--- src/rtl/rgb_box_blur_clipped_core_defines.svh ---
// assertion macros for the box blur core
`ifndef RGB_BOX_BLUR_CLIPPED_CORE_DEFINES_SVH
`define RGB_BOX_BLUR_CLIPPED_CORE_DEFINES_SVH

`ifndef SYNTH
`define RBB_ASSERT(label, clk, rst_n, prop) \
    label: assert property (@(posedge clk) disable iff (!rst_n) (prop)) \
        else $error("rbb assertion failed");
`define RBB_ASSERT_IMPL(label, clk, rst_n, ante, cons) \
    label: assert property (@(posedge clk) disable iff (!rst_n) (ante) |-> (cons)) \
        else $error("rbb implication failed");
`else
`define RBB_ASSERT(label, clk, rst_n, prop)
`define RBB_ASSERT_IMPL(label, clk, rst_n, ante, cons)
`endif

`endif

--- src/rtl/rbb_pkg.sv ---
// shared types and constants of the box blur core
package rbb_pkg;

    localparam int MAX_WIDTH_DEF  = 1024;
    localparam int MAX_RADIUS_DEF = 10;

    localparam int QUEUE_DEPTH = 2;
    localparam int QPTR_W      = $clog2(QUEUE_DEPTH);
    localparam int QCNT_W      = $clog2(QUEUE_DEPTH + 1);

    localparam int APB_ADDR_W = 5;
    localparam int APB_DATA_W = 32;

    localparam logic [2:0] REG_IMAGE_WIDTH  = 3'd0;
    localparam logic [2:0] REG_IMAGE_HEIGHT = 3'd1;
    localparam logic [2:0] REG_RADIUS       = 3'd2;
    localparam logic [2:0] REG_FIRST_ROW    = 3'd3;
    localparam logic [2:0] REG_END_ROW      = 3'd4;

    localparam logic [10:0] IMAGE_WIDTH_RST  = 11'd640;
    localparam logic [15:0] IMAGE_HEIGHT_RST = 16'd480;
    localparam logic [3:0]  RADIUS_RST       = 4'd10;
    localparam logic [15:0] FIRST_ROW_RST    = 16'd0;
    localparam logic [15:0] END_ROW_RST      = 16'd480;

    localparam logic KIND_PIXEL = 1'b0;
    localparam logic KIND_DRAIN = 1'b1;

    typedef struct packed {
        logic       kind;
        logic [7:0] red_in;
        logic [7:0] green_in;
        logic [7:0] blue_in;
    } in_item_t;

    typedef struct packed {
        logic [15:0] row;
        logic [9:0]  column;
        logic [7:0]  red_out;
        logic [7:0]  green_out;
        logic [7:0]  blue_out;
        logic        frame_last;
    } out_item_t;

    typedef struct packed {
        logic [10:0] image_width;
        logic [15:0] image_height;
        logic [3:0]  radius;
        logic [15:0] first_row;
        logic [15:0] end_row;
    } cfg_t;

    typedef struct packed {
        logic valid;
        logic pop;
    } queue_ctl_t;

endpackage

--- src/rtl/rbb_front.sv ---
// input queue between the pixel port and the window engine
module rbb_front
    import rbb_pkg::*;
(
    input  logic       clk,
    input  logic       rst_n,
    input  logic       pix_valid,
    output logic       pix_ready,
    input  in_item_t   pix_data,
    input  logic       q_pop,
    output logic       q_valid,
    output in_item_t   q_data
);

    in_item_t            entry_reg [QUEUE_DEPTH];
    logic [QPTR_W-1:0]   wr_ptr_reg;
    logic [QPTR_W-1:0]   rd_ptr_reg;
    logic [QCNT_W-1:0]   count_reg;
    logic                push;
    logic                pop;

    assign pix_ready = (count_reg < QCNT_W'(QUEUE_DEPTH));
    assign q_valid   = (count_reg != '0);
    assign q_data    = entry_reg[rd_ptr_reg];
    assign push      = pix_valid && pix_ready;
    assign pop       = q_pop && q_valid;

    always_ff @(posedge clk)
    begin
        if (push)
        begin
            entry_reg[wr_ptr_reg] <= pix_data;
        end
    end

    always_ff @(posedge clk or negedge rst_n)
    begin
        if (!rst_n)
        begin
            wr_ptr_reg <= '0;
            rd_ptr_reg <= '0;
            count_reg  <= '0;
        end
        else
        begin
            // queue depth is a power of two, pointers wrap on their own
            if (push)
            begin
                wr_ptr_reg <= wr_ptr_reg + QPTR_W'(1);
            end
            if (pop)
            begin
                rd_ptr_reg <= rd_ptr_reg + QPTR_W'(1);
            end
            if (push && !pop)
            begin
                count_reg <= count_reg + QCNT_W'(1);
            end
            else if (pop && !push)
            begin
                count_reg <= count_reg - QCNT_W'(1);
            end
        end
    end

endmodule

--- config.mk ---
export PLATFORM = sky130hd
export DESIGN_NAME = rbb_front
export DESIGN_NICKNAME = d
export VERILOG_FILES = /design/src/rtl/rgb_box_blur_clipped_core_defines.svh /design/src/rtl/rbb_pkg.sv /design/src/rtl/rbb_front.sv
export SDC_FILE = /design/constraint.sdc
export NUM_CORES = 1
export LEC_CHECK = 0
export BUFFER_PORTS_ARGS = -buffer_cell sky130_fd_sc_hd__buf_2
export CAP_MARGIN = 20
export CORE_MARGIN = 4
export CORE_UTILIZATION = 51
export CTS_CLUSTER_SIZE = 25
export DETAILED_ROUTE_END_ITERATION = 8
export PLACE_DENSITY = 0.78
export SKIP_CTS_REPAIR_TIMING = 1
export SLEW_MARGIN = 10
export SYNTH_ARGS = -nofsm -noshare
export SYNTH_HDL_FRONTEND = slang
export SYNTH_SLANG_ARGS = --single-unit
export TNS_END_PERCENT = 100
--- constraint.sdc ---
create_clock -name clk -period 2.5 [get_ports clk]
set_clock_uncertainty 0.15 [all_clocks]
set_input_delay 0.5 -clock clk [delete_from_list [all_inputs] [get_ports clk]]
set_output_delay 0.5 -clock clk [all_outputs]
set_load 0.01 [all_outputs]
==> results.txt <==
The flip-flop count of the largest register, all copies and words added came out at 50. The weighted congestion reported at the end of routability-driven placement came out at 0.686. The layout filler cell count came out at 303. Net switching is 27.3% of the power. The ratio of final minimum period to clock period is between 80% and 90%.

Buffers placed on the I/O ports in this run total 55. The clock tree from TritonCTS is done. Synthesis inferred between 50 and 60 register bits.

The die extent in y is just over 70 µm. The tightest min-delay check is of the input port to register type. The detailed-route wire length per cell came out at ~15 µm.

The number of slew-limit violations in the final report is 0. 0 antenna diodes ended up in the layout. The final count of hold timing violations came out at 0. The number of global-route vias before repair is 1136. The final design utilization is around 64%. In the final layout, the share of cells above drive strength 1 is 58.0%. The core outline area came out at 4000 µm². Combinational logic is responsible for roughly 34% of the overall power. The later-pin clock latency in the skew report is 0.29 ns. The global router's overall resource usage is around an eighth. The signal arrival time at the worst endpoint is 1.48 ns.

From synthesis to final layout, the design area changed by 21.9%. The area of the mapped netlist came out at ~2100 µm². The count of max-cap constraint violations came out at 0. The number of nets in the final layout came out at ~190.

Power spread over the standard cell area amounts to between 1000 and 1500 nW/µm². The number of failing setup endpoints in the final timing report came out at 0. The number of clock buffers added by TritonCTS is 5.

The vias per cell came out at 4.83. Counting every net in the synthesized netlist gives between 100 and 150. The part of the power in registers came out at between 40% and 50%. The maximum vdd ir drop is about 0.58 mV. Each instance of the synthesized netlist takes up on average 22.1 µm².

After the first detailed-routing iteration, the DRC count stood at between 40 and 50. The critical path in this run is classified as register to output pin. The clock-pin slew on the worst setup and hold paths came out at 0.08 ns. The cell count after synthesis came out at 95. The number of clock sinks seen by CTS is between 50 and 60. Setup repair after global routing left no endpoint under its margin. The final setup TNS came out at 0 ns. The number of library cell types mapped by synthesis is 15.

In the layout the commonest cells are buf_2, edfxtp_1, mux2_4. The setup slack of the worst register-to-register path is slightly above 0.9 ns. The area of the die is roughly 5200 µm².

The delay of the slowest cell on the worst path came out at approximately 0.39 ns. The standard cell with the maximum stage delay on the critical path is dfrtp_1. Counting cells, the worst reg-to-reg path comes to 3. Tracing the worst setup path back leads to its startpoint at rd_ptr_reg$_DFFE_PN0P_. The cell internal power dissipation came out at approximately 2.0 mW. The post-route minimum period is between 2 and 2.5 ns. The worst slack on hold paths is 0.238 ns. The number of remaining DRC errors is 0. The terminating pin of the worst hold path is entry_reg[1][2]$_DFFE_PP_. The startpoint of the tightest hold check path is pix_data[2].

For the pin with the worst max-slew slack, the measured transition is about 0.3 ns. The overall power consumption came out at about 2.8 mW. The critical path goes through buf_4, mux2_2, buf_2. The half-perimeter wire length of the detailed placement result came out at 2320 µm. The endpoint required time on the critical path is between 1.5 and 2 ns.

The worst register-to-register path ends at entry_reg[0][5]$_DFFE_PP_. Of all nets on the critical path, the largest fanout is 15. The final wirelength came out at 3180 µm. The count of nets left with antenna violations once routing finished came out at 0. The number of vias after detailed routing came out at ~1000. The first-pass GRT wire length is 5210 µm. The number of antenna violations at the first check in global routing came out at 0.

Derived from the worst setup path, the maximum achievable clock frequency is ~470 MHz. Entering global routing, the biggest net connects 17 pins. The deepest level of the CTS H-tree came out at 2. The number of rows in the core area is 23.

The library cell used most frequently in the layout, excluding fill and tap cells, is buf_2. The number of placed I/O pins is between 50 and 60. The worst setup path is captured at an output pin. The chip width came out at about 72 µm. The leftover overflow at the end of global routing came out at 0. Along the worst hold path, the cell count comes to 1. The first detailed-routing pass ran for 4 iterations. The Yosys step of the flow raised 0 warnings.

The longest clock path from root to sink contains 2 buffers. The clock tree root driver cell is clkbuf_8. The flow ran to the end, and the final reports show no timing, DRC or antenna violations.

The switching power of the nets is 753 µW. The part of the Yosys area used for sequential elements came out at 76.3%. The origin of the critical flop-to-flop path is count_reg[1]$_DFFE_PN0P_. The remaining max-slew budget at the tightest pin came out at between 70 and 80%. For this design the static power due to leakage is slightly above 1 nW. The worst setup path is launched from a register.

The part of the total power dissipated in the clock network is around a fifth. The initial core utilization came out at a little over half.
## layer usage
layer | part of all wire [%] | track usage, %
met1 | 41 | 16.2
met2 | 52 | 23.1
met3 | 6.7 | 3.05
met4 | 0.85 | 4.38
met5 | 0 | 0
## per-stage QoR
stage	cells	instance area [µm²]	setup slack (ns)
3_5_place_dp	203	2430	0.672
5_1_grt	212	2560	0.283
2_1_floorplan	95	2100	0.0170
3_3_place_gp	203	2430	0.723
6_report	212	2560	0.369
4_1_cts	211	2550	0.340
## layout make-up
cell class	instances	area [µm²]	area share, %
clock buffer	7	86.3	3.37
tap	50	62.6	2.44
sequential	54	1600	62.6
multi-input combinational	37	444	17.4
clock inverter	1	30.0	1.17
timing repair buffer	62	330	12.9
inverter	1	3.75	0.147
## critical path, delay by kind of cell (launching register included)
family | cells | cell delay [ns]
buffers and inverters | 2 | 0.43
flip-flops | 1 | 0.39
multiplexers | 1 | 0.36
## worst max-delay path by stage
stage	end
floorplan	entry_reg[0][0]$_DFFE_PP_
global route	q_data[5]
CTS	q_data[0]
detailed placement	q_data[0]
global placement	q_data[4]
finish	q_data[0]
## synthesized netlist by cell type
master / number / area, µm²
or2_1: 1 / 6.26
dfrtp_1: 4 / 100
mux2_2: 6 / 67.6
nor2b_1: 2 / 12.5
mux2_4: 19 / 285
ha_1: 1 / 12.5
xnor2_1: 3 / 26.3
and2_1: 1 / 6.26
buf_6: 1 / 11.3
xor2_1: 2 / 17.5
edfxtp_1: 50 / 1500
nor2_1: 1 / 3.75
buf_12: 2 / 40.0
nand2_1: 1 / 3.75
inv_1: 1 / 3.75
## logic make-up (layout without fill, tap and decap cells)
kind of cell / after synthesis / count (layout) / share of synthesized area [%]
muxes: 25 / 25 / 16.8
buffers and inverters: 4 / 71 / 2.62
and+or+nand+nor: 6 / 6 / 1.55
adders and majority gates: 1 / 1 / 0.596
DFF: 54 / 54 / 76.3
xor gates and xnor gates: 5 / 5 / 2.09
## power groups by stage
stage                     combinational, mW  sequential [mW]  clock (mW)
after floorplan                       0.719             1.26           0
after CTS                             0.949             1.26       0.592
after global placement                0.918             1.26           0
after global routing                   1.00             1.27       0.633
final                                 0.930             1.25       0.576
after detailed placement              0.943             1.28           0
Note: power is estimated with default switching activity, not from simulation.
